[src/rtl/fadd_pkg.sv]
// Shared types and constants for the binary32 adder.
// No dependencies.
package fadd_pkg;

    localparam logic [31:0] EXP_MASK    = 32'h7F80_0000;
    localparam logic [31:0] FRAC_MASK   = 32'h007F_FFFF;
    localparam logic [31:0] QUIET_NAN   = 32'h7FC0_0000;
    localparam logic [31:0] INVALID_NAN = 32'hFFC0_0000;

    // Classified word handed from the front to the back end.
    typedef struct packed {
        logic        special;   // result already known
        logic [31:0] special_val;
        logic        sign;
        logic        eff_sub;
        logic [7:0]  ex;
        logic [26:0] mx;        // big significand with three extra bits
        logic [26:0] my;        // small significand, aligned, sticky folded in
    } fadd_word_t;

endpackage

[src/rtl/fadd_front.sv]
// Front end: classify operands, order by magnitude, align the smaller one.
// Depends on fadd_pkg.
module fadd_front
    import fadd_pkg::*;
(
    input  logic        clk,
    input  logic        rst_n,
    input  logic        in_valid,
    output logic        in_ready,
    input  logic [31:0] op_a,
    input  logic [31:0] op_b,
    output logic        out_valid,
    input  logic        out_ready,
    output fadd_word_t  out_word
);

    logic       valid_reg;
    fadd_word_t word_reg;
    fadd_word_t word_next;

    logic a_nan, b_nan, a_inf, b_inf, a_zero, b_zero;
    logic [31:0] big, lit_op;
    logic [7:0]  ex, ey, d;
    logic [26:0] mx, my, my_sh;
    logic        lost;

    always_comb
    begin
        a_nan  = (op_a & EXP_MASK) == EXP_MASK && (op_a & FRAC_MASK) != 32'd0;
        b_nan  = (op_b & EXP_MASK) == EXP_MASK && (op_b & FRAC_MASK) != 32'd0;
        a_inf  = (op_a & EXP_MASK) == EXP_MASK && (op_a & FRAC_MASK) == 32'd0;
        b_inf  = (op_b & EXP_MASK) == EXP_MASK && (op_b & FRAC_MASK) == 32'd0;
        a_zero = op_a[30:0] == 31'd0;
        b_zero = op_b[30:0] == 31'd0;
        if (op_a[30:0] < op_b[30:0])
        begin
            big = op_b; lit_op = op_a;
        end
        else
        begin
            big = op_a; lit_op = op_b;
        end
        ex = (big[30:23] == 8'd0) ? 8'd1 : big[30:23];
        ey = (lit_op[30:23] == 8'd0) ? 8'd1 : lit_op[30:23];
        mx = {(big[30:23] != 8'd0), big[22:0], 3'b000};
        my = {(lit_op[30:23] != 8'd0), lit_op[22:0], 3'b000};
        d  = ex - ey;
        // Align with sticky collection
        lost = 1'b0;
        if (d >= 8'd27)
        begin
            my_sh = {26'd0, (my != 27'd0)};
        end
        else
        begin
            lost  = (my & ((27'd1 << d[4:0]) - 27'd1)) != 27'd0;
            my_sh = (my >> d[4:0]) | {26'd0, lost};
        end

        word_next.sign    = big[31];
        word_next.eff_sub = op_a[31] ^ op_b[31];
        word_next.ex      = ex;
        word_next.mx      = mx;
        word_next.my      = my_sh;
        word_next.special = 1'b1;
        if (b_nan)
            word_next.special_val = op_b | QUIET_NAN;
        else if (a_nan)
            word_next.special_val = op_a | QUIET_NAN;
        else if (a_inf && b_inf)
            word_next.special_val = (op_a[31] ^ op_b[31]) ? INVALID_NAN : op_a;
        else if (a_inf)
            word_next.special_val = op_a;
        else if (b_inf)
            word_next.special_val = op_b;
        else if (a_zero && b_zero)
            word_next.special_val = op_a & op_b & 32'h8000_0000;
        else if (a_zero)
            word_next.special_val = op_b;
        else if (b_zero)
            word_next.special_val = op_a;
        else if (op_a[30:0] == op_b[30:0] && (op_a[31] ^ op_b[31]))
            word_next.special_val = 32'd0;
        else
        begin
            word_next.special     = 1'b0;
            word_next.special_val = 32'd0;
        end
    end

    assign in_ready  = !valid_reg || out_ready;
    assign out_valid = valid_reg;
    assign out_word  = word_reg;

    // Advance the stage when it is empty or being drained
    always_ff @(posedge clk or negedge rst_n)
    begin
        if (!rst_n)
            valid_reg <= 1'b0;
        else if (in_ready)
            valid_reg <= in_valid;
    end

    always_ff @(posedge clk)
    begin
        if (in_ready && in_valid)
            word_reg <= word_next;
    end

endmodule

[src/rtl/fadd_queue.sv]
// Two-entry queue between front and back end.
// Depends on fadd_pkg.
module fadd_queue
    import fadd_pkg::*;
(
    input  logic       clk,
    input  logic       rst_n,
    input  logic       in_valid,
    output logic       in_ready,
    input  fadd_word_t in_word,
    output logic       out_valid,
    input  logic       out_ready,
    output fadd_word_t out_word
);

    fadd_word_t mem_reg [2];
    logic       wr_ptr_reg, rd_ptr_reg;
    logic [1:0] cnt_reg;
    logic       push, pop;

    assign in_ready  = cnt_reg != 2'd2;
    assign out_valid = cnt_reg != 2'd0;
    assign out_word  = mem_reg[rd_ptr_reg];
    assign push      = in_valid && in_ready;
    assign pop       = out_valid && out_ready;

    // Track pointers and fill count
    always_ff @(posedge clk or negedge rst_n)
    begin
        if (!rst_n)
        begin
            wr_ptr_reg <= 1'b0;
            rd_ptr_reg <= 1'b0;
            cnt_reg    <= 2'd0;
        end
        else
        begin
            if (push) wr_ptr_reg <= !wr_ptr_reg;
            if (pop)  rd_ptr_reg <= !rd_ptr_reg;
            cnt_reg <= cnt_reg + {1'b0, push} - {1'b0, pop};
        end
    end

    always_ff @(posedge clk)
    begin
        if (push)
            mem_reg[wr_ptr_reg] <= in_word;
    end

    assert property (@(posedge clk) disable iff (!rst_n) cnt_reg <= 2'd2)
        else $error("queue count out of range");
    assert property (@(posedge clk) disable iff (!rst_n)
        (cnt_reg == 2'd2 && !pop) |=> cnt_reg == 2'd2)
        else $error("full queue lost a word");
    assert property (@(posedge clk) disable iff (!rst_n)
        (cnt_reg == 2'd0) |-> !out_valid)
        else $error("empty queue shows valid");

endmodule

[src/rtl/fadd_back.sv]
// Back end: add or subtract, normalize, round to nearest even, pack.
// Two registered stages with skid-free elastic flow. Depends on fadd_pkg.
module fadd_back
    import fadd_pkg::*;
(
    input  logic        clk,
    input  logic        rst_n,
    input  logic        in_valid,
    output logic        in_ready,
    input  fadd_word_t  in_word,
    output logic        out_valid,
    input  logic        out_ready,
    output logic [31:0] sum
);

    // Stage 1: raw sum and leading-zero count
    logic        s1_valid_reg;
    logic        s1_special_reg;
    logic [31:0] s1_special_val_reg;
    logic        s1_sign_reg;
    logic [8:0]  s1_ex_reg;
    logic [27:0] s1_m_reg;
    logic [4:0]  s1_lz_reg;
    logic        s1_ready;

    logic [27:0] m_raw, m_next;
    logic [8:0]  ex_next;
    logic [4:0]  lz_next;
    logic        lz_found;

    always_comb
    begin
        ex_next = {1'b0, in_word.ex};
        if (!in_word.eff_sub)
        begin
            m_raw = {1'b0, in_word.mx} + {1'b0, in_word.my};
            if (m_raw[27])
            begin
                m_next  = (m_raw >> 1) | {27'd0, m_raw[0]};
                ex_next = ex_next + 9'd1;
            end
            else
                m_next = m_raw;
        end
        else
        begin
            m_raw  = {1'b0, in_word.mx} - {1'b0, in_word.my};
            m_next = m_raw;
        end
        // Count leading zeros from bit 26 down
        lz_next  = 5'd0;
        lz_found = 1'b0;
        for (int i = 26; i >= 0; i--)
        begin
            if (!lz_found && m_next[i])
            begin
                lz_found = 1'b1;
                lz_next  = 5'(26 - i);
            end
        end
        if (!lz_found)
            lz_next = 5'd26;
    end

    // Stage 2: shift, round and pack
    logic        s2_valid_reg;
    logic [31:0] s2_sum_reg;
    logic [31:0] res_next;
    logic [8:0]  sh;
    logic [8:0]  ex2;
    logic [27:0] m2;
    logic [24:0] mr;
    logic [2:0]  grs;

    always_comb
    begin
        // Shift by leading zeros, limited so the exponent stays at one
        if ({4'd0, s1_lz_reg} < s1_ex_reg - 9'd1)
            sh = {4'd0, s1_lz_reg};
        else
            sh = s1_ex_reg - 9'd1;
        m2  = s1_m_reg << sh[4:0];
        ex2 = s1_ex_reg - sh;
        grs = m2[2:0];
        mr  = {1'b0, m2[26:3]};
        if (grs > 3'd4 || (grs == 3'd4 && mr[0]))
            mr = mr + 25'd1;
        if (mr[24])
        begin
            mr  = mr >> 1;
            ex2 = ex2 + 9'd1;
        end
        if (s1_special_reg)
            res_next = s1_special_val_reg;
        else if (ex2 >= 9'd255)
            res_next = {s1_sign_reg, EXP_MASK[30:0]};
        else if (!mr[23])
            res_next = {s1_sign_reg, 8'd0, mr[22:0]};
        else
            res_next = {s1_sign_reg, ex2[7:0], mr[22:0]};
    end

    logic s2_ready;
    assign s2_ready  = !s2_valid_reg || out_ready;
    assign s1_ready  = !s1_valid_reg || s2_ready;
    assign in_ready  = s1_ready;
    assign out_valid = s2_valid_reg;
    assign sum       = s2_sum_reg;

    // Advance the two stages
    always_ff @(posedge clk or negedge rst_n)
    begin
        if (!rst_n)
        begin
            s1_valid_reg <= 1'b0;
            s2_valid_reg <= 1'b0;
        end
        else
        begin
            if (s1_ready) s1_valid_reg <= in_valid;
            if (s2_ready) s2_valid_reg <= s1_valid_reg;
        end
    end

    always_ff @(posedge clk)
    begin
        if (s1_ready && in_valid)
        begin
            s1_special_reg     <= in_word.special;
            s1_special_val_reg <= in_word.special_val;
            s1_sign_reg        <= in_word.sign;
            s1_ex_reg          <= ex_next;
            s1_m_reg           <= m_next;
            s1_lz_reg          <= lz_next;
        end
        if (s2_ready && s1_valid_reg)
            s2_sum_reg <= res_next;
    end

    assert property (@(posedge clk) disable iff (!rst_n)
        (s2_valid_reg && !out_ready) |=> s2_valid_reg && $stable(s2_sum_reg))
        else $error("stalled result changed");
    assert property (@(posedge clk) disable iff (!rst_n)
        (s1_valid_reg && !s1_special_reg) |-> s1_ex_reg >= 9'd1)
        else $error("exponent below one");
    assert property (@(posedge clk) disable iff (!rst_n)
        (s1_valid_reg && !s2_ready) |=> s1_valid_reg)
        else $error("stage one dropped a word");

endmodule

[src/rtl/binary32_float_adder_core.sv]
// Top level of the binary32 adder: front end, queue, back end.
// Depends on fadd_pkg, fadd_front, fadd_queue, fadd_back.
//
// Adds two IEEE 754 binary32 operands with round to nearest even, full
// subnormal support, NaN quieting (op_b wins) and signed overflow to
// infinity. One word is accepted per clock when the output is not stalled;
// a result passes the front register, a queue entry and two back stages
// before it is presented. The two-entry queue lets the front accept while
// the back end is held by the consumer.
module binary32_float_adder_core
    import fadd_pkg::*;
(
    input  logic        clk,
    input  logic        rst_n,
    input  logic        in_valid,
    output logic        in_ready,
    input  logic [31:0] op_a,
    input  logic [31:0] op_b,
    output logic        out_valid,
    input  logic        out_ready,
    output logic [31:0] sum
);

    logic       f_valid, f_ready, q_valid, q_ready;
    fadd_word_t f_word, q_word;

    fadd_front u_front (
        .clk, .rst_n, .in_valid, .in_ready, .op_a, .op_b,
        .out_valid(f_valid), .out_ready(f_ready), .out_word(f_word)
    );

    fadd_queue u_queue (
        .clk, .rst_n, .in_valid(f_valid), .in_ready(f_ready), .in_word(f_word),
        .out_valid(q_valid), .out_ready(q_ready), .out_word(q_word)
    );

    fadd_back u_back (
        .clk, .rst_n, .in_valid(q_valid), .in_ready(q_ready), .in_word(q_word),
        .out_valid, .out_ready, .sum
    );

endmodule

[config.mk]
export PLATFORM = sky130hd
export DESIGN_NAME = binary32_float_adder_core
export DESIGN_NICKNAME = d
export VERILOG_FILES = /design/src/rtl/fadd_pkg.sv /design/src/rtl/fadd_front.sv /design/src/rtl/fadd_queue.sv /design/src/rtl/fadd_back.sv /design/src/rtl/binary32_float_adder_core.sv
export SDC_FILE = /design/constraint.sdc
export NUM_CORES = 1
export LEC_CHECK = 0
export BUFFER_PORTS_ARGS = -buffer_cell sky130_fd_sc_hd__buf_2
export CAP_MARGIN = 15
export CORE_AREA = 2 2 196 218
export DETAILED_ROUTE_END_ITERATION = 10
export DIE_AREA = 0 0 198 220
export PLACE_DENSITY = 0.8
export SETUP_SLACK_MARGIN = 0.3
export SLEW_MARGIN = 20
export SYNTH_ARGS = -nofsm -noshare
export SYNTH_HDL_FRONTEND = slang
export SYNTH_SLANG_ARGS = --single-unit
[constraint.sdc]
create_clock -name clk -period 7.4 [get_ports clk]
set_clock_uncertainty 0.05 [all_clocks]
set_input_delay 0.37 -clock clk [delete_from_list [all_inputs] [get_ports clk]]
set_output_delay 0.37 -clock clk [all_outputs]
set_load 0.03 [all_outputs]
==> flow_summary_export.csv <==
group,metric,value,unit
logic_synthesis,synth_area_leaders,"edfxtp_1, ha_1, mux2_2, mux2i_1, nand2_1",
cells_and_area,layout-drive-gt1-share,18.4,%
timing,fin_setup_tns,0,ns
die,start_util,62.0,%
route,drt_wl_total,76700,um
route,wire_per_inst,24.9,um
logic_synthesis,ys_types,104,
logic_synthesis,async_reset_ff_share,1.77,%
grt,grt_use_total,35.0,%
clock_network,cts-root-buf,"clkbuf_16",
timing,setup_slack,0.705,ns
clock_network,postCtsSetupBuffers,0,
logic_synthesis,syn-cell-area,25800,sq um
clock_network,tritoncts,"yes",
critical_path,critPathKind,"reg2reg",
timing,worst_slew_pin_slew,1.09,ns
clock_network,cts_max_path_buffers,3,
route,avgViaCountPerCell,6.77,
status,status,"finished, final reports clean",
logic_synthesis,synth_flop_cell,"edfxtp_1",
timing,post-route-period-util,90.5,%
timing,slew_headroom,27.4,%
timing,period_minus_slack,6.70,ns
die,io_pins,102,
critical_path,cp-start-kind,"flop",
logic_synthesis,avgSynthCellArea,10.8,sq um
place,placement.setup.worst_slack,0.288,ns
logic_synthesis,synth_seq_cells,396,
place,numPortBuffers,101,
place,dpl.hpwl,55500,um
logic_synthesis,ys_warn_count,0,
timing,final-hold-violation-count,0,
die,row_count,79,
logic_synthesis,synth_top_cell_by_area,"edfxtp_1",
logic_synthesis,syn_nets,2560,
job,maxCapViolCount,0,
logic_synthesis,ys_seq_area_share,46.0,%
clock_network,insertion_delay,0.56,ns
die,die_y,220,um
timing,drv_slew,0,
timing,fmax,0.149,GHz
critical_path,rrSetupSlack,0.70,ns
route,vias,20900,
logic_synthesis,synth_cells,2385,
route,drt_iter0_markers,2342,
clock_network,path_clk_slew,0.06,ns
route,first_pass_iters,8,
die,dieArea,43600,sq um
timing,rsz0062_at_grt,"false",
logic_synthesis,synth_top_area_share,45.3,%
die,die_w,198,um
route,antenna_left,0,
critical_path,arrival,7.01,ns
critical_path,end_kind,"flop",
critical_path,required,7.71,ns
place,place.gp.congestion,1.01,
clock_network,cts-buffers-inserted,40,
grt,grt_pass1_vias,20000,
timing,setup_violations,0,
grt,grt_pass1_wl,116000,um
cells_and_area,diodes,0,
cells_and_area,syn2layout_area_growth,10.8,%
grt,grt_start_max_net_pins,78,
grt,grt_overflow_total,0,
cells_and_area,layout.nets,2664,
die,core-area,41600,sq um
cells_and_area,largest_register_ffs,188,
logic_synthesis,synth-edff-count,389,
hold_path,hold_path.class,"in2reg",
grt,antenna_found_initial,0,
critical_path,path_max_fanout,27,
route,drc,0,
logic_synthesis,synth_most_common_cell,"edfxtp_1",
clock_network,clock_sinks,396,
logic_synthesis,synth.top_cells.by_count,"edfxtp_1, nand2_1, nor2_1, a21oi_1, inv_1",
clock_network,htreeDepth,2,
-- worst max-delay path: stages (launching register included) --
cell,delay [ns]
edfxtp_1,0.41
buf_4,0.25
clkinv_1,0.09
ha_1,0.17
or3b_1,0.41
xor2_1,0.28
ha_1,0.31
a21o_1,0.18
o211a_1,0.42
nand2_2,0.16
buf_4,0.20
buf_4,0.28
a311oi_1,0.22
buf_4,0.24
mux2_2,0.34
o22ai_1,0.33
o22a_1,0.28
nand4_2,0.24
nor4_4,0.46
nand3_1,0.12
a211o_1,0.32
o2bb2ai_2,0.19
buf_4,0.21
o41ai_2,0.30
-- timing repair --
action | in CTS | in global routing
endpoints found under the setup margin | 0 | 1
gates resized for setup | 0 | 1
hold buffers | 2 | 0
hold endpoints to repair | 8 | 0
-- layout by cell type (no fill, tap or decap), drive strengths merged, types with 13 or more instances in the layout --
cell / Yosys / layout
o21bai: 20 / 20
clkinv: 1 / 13
o22ai: 27 / 27
inv: 122 / 126
nand3: 36 / 36
nor2: 146 / 146
or3: 13 / 13
ha: 104 / 104
a311oi: 26 / 26
and2: 22 / 22
nor4: 29 / 29
xor2: 26 / 26
mux4: 18 / 18
o221ai: 13 / 13
o21a: 14 / 14
a22oi: 61 / 61
a211oi: 30 / 30
xnor2: 59 / 59
nand2b: 51 / 51
nor3: 50 / 50
buf: 44 / 188
nand2: 201 / 201
a31oi: 26 / 26
mux2i: 115 / 115
nor2b: 22 / 22
o211ai: 25 / 25
clkbuf: 84 / 45
a21oi: 138 / 138
o31ai: 25 / 25
nand4: 26 / 26
o21ai: 84 / 84
mux2: 113 / 113
a21o: 46 / 46
edfxtp: 389 / 389
-- routing by layer --
layer | vias to the layer above | GRT usage, % | share of wire (%)
li1 | 9359 | - | -
met1 | 10100 | 43.6 | 38
met2 | 1140 | 60.2 | 49
met3 | 250 | 4.51 | 7.2
met4 | 0 | 17.2 | 5.5
met5 | - | 0 | 0
-- cell type report --
class | instances | area (sq um)
flip-flops and latches | 396 | 11900
well taps | 567 | 709
clock inverters | 24 | 343
multi-input cells | 1738 | 13000
fillers | 3048 | 13000
clock buffers | 45 | 1020
repair buffers | 190 | 1180
inverters | 123 | 462
-- logic make-up (layout without fill, tap and decap cells) --
family | count (synthesis) | after routing | share of synthesized area, %
compound gates | 655 | 655 | 18.1
simple gates | 644 | 644 | 12.6
flops | 396 | 396 | 46.0
buf+inv | 251 | 382 | 4.09
mux | 246 | 246 | 11.0
fa+ha+maj | 107 | 107 | 5.28
xor+xnor | 85 | 85 | 2.89
other cells | 1 | 1 | 0.0145
-- metrics by stage --
stage / hold WS (ns) / utilization (%) / cells / instance area [sq um]
floorplan: 0.0244 / - / 2385 / 25800
global placement: 0.152 / 65.3 / 3012 / 27200
detailed placement: 0.158 / 65.3 / 3012 / 27200
finish: 0.0734 / 68.7 / 3083 / 28600
CTS: 0.0469 / 68.6 / 3083 / 28600
global route: 0.0975 / 68.7 / 3083 / 28600
-- path summary, 6_finish.rpt --
| kind | from | endpoint | depth (start not counted) |
|---|---|---|---|
| worst max-delay path | u_back.s1_ex_reg[0] | u_back.sum[17] | 23 |
| worst min-delay path | out_ready | u_back.out_valid | 3 |
| worst max register to register | u_back.s1_ex_reg[0] | u_back.sum[17] | 23 |
| worst min register to register | u_front.out_word[30] | u_queue.mem_reg[1][27] | 0 |
| max in group asynchronous | rst_n | u_queue.rd_ptr_reg | 2 |
| min in group asynchronous | rst_n | u_back.s1_valid_reg | 2 |
Power is not shown: default switching activity piles up to over one toggle a cycle in this logic, so the estimate is an artifact.
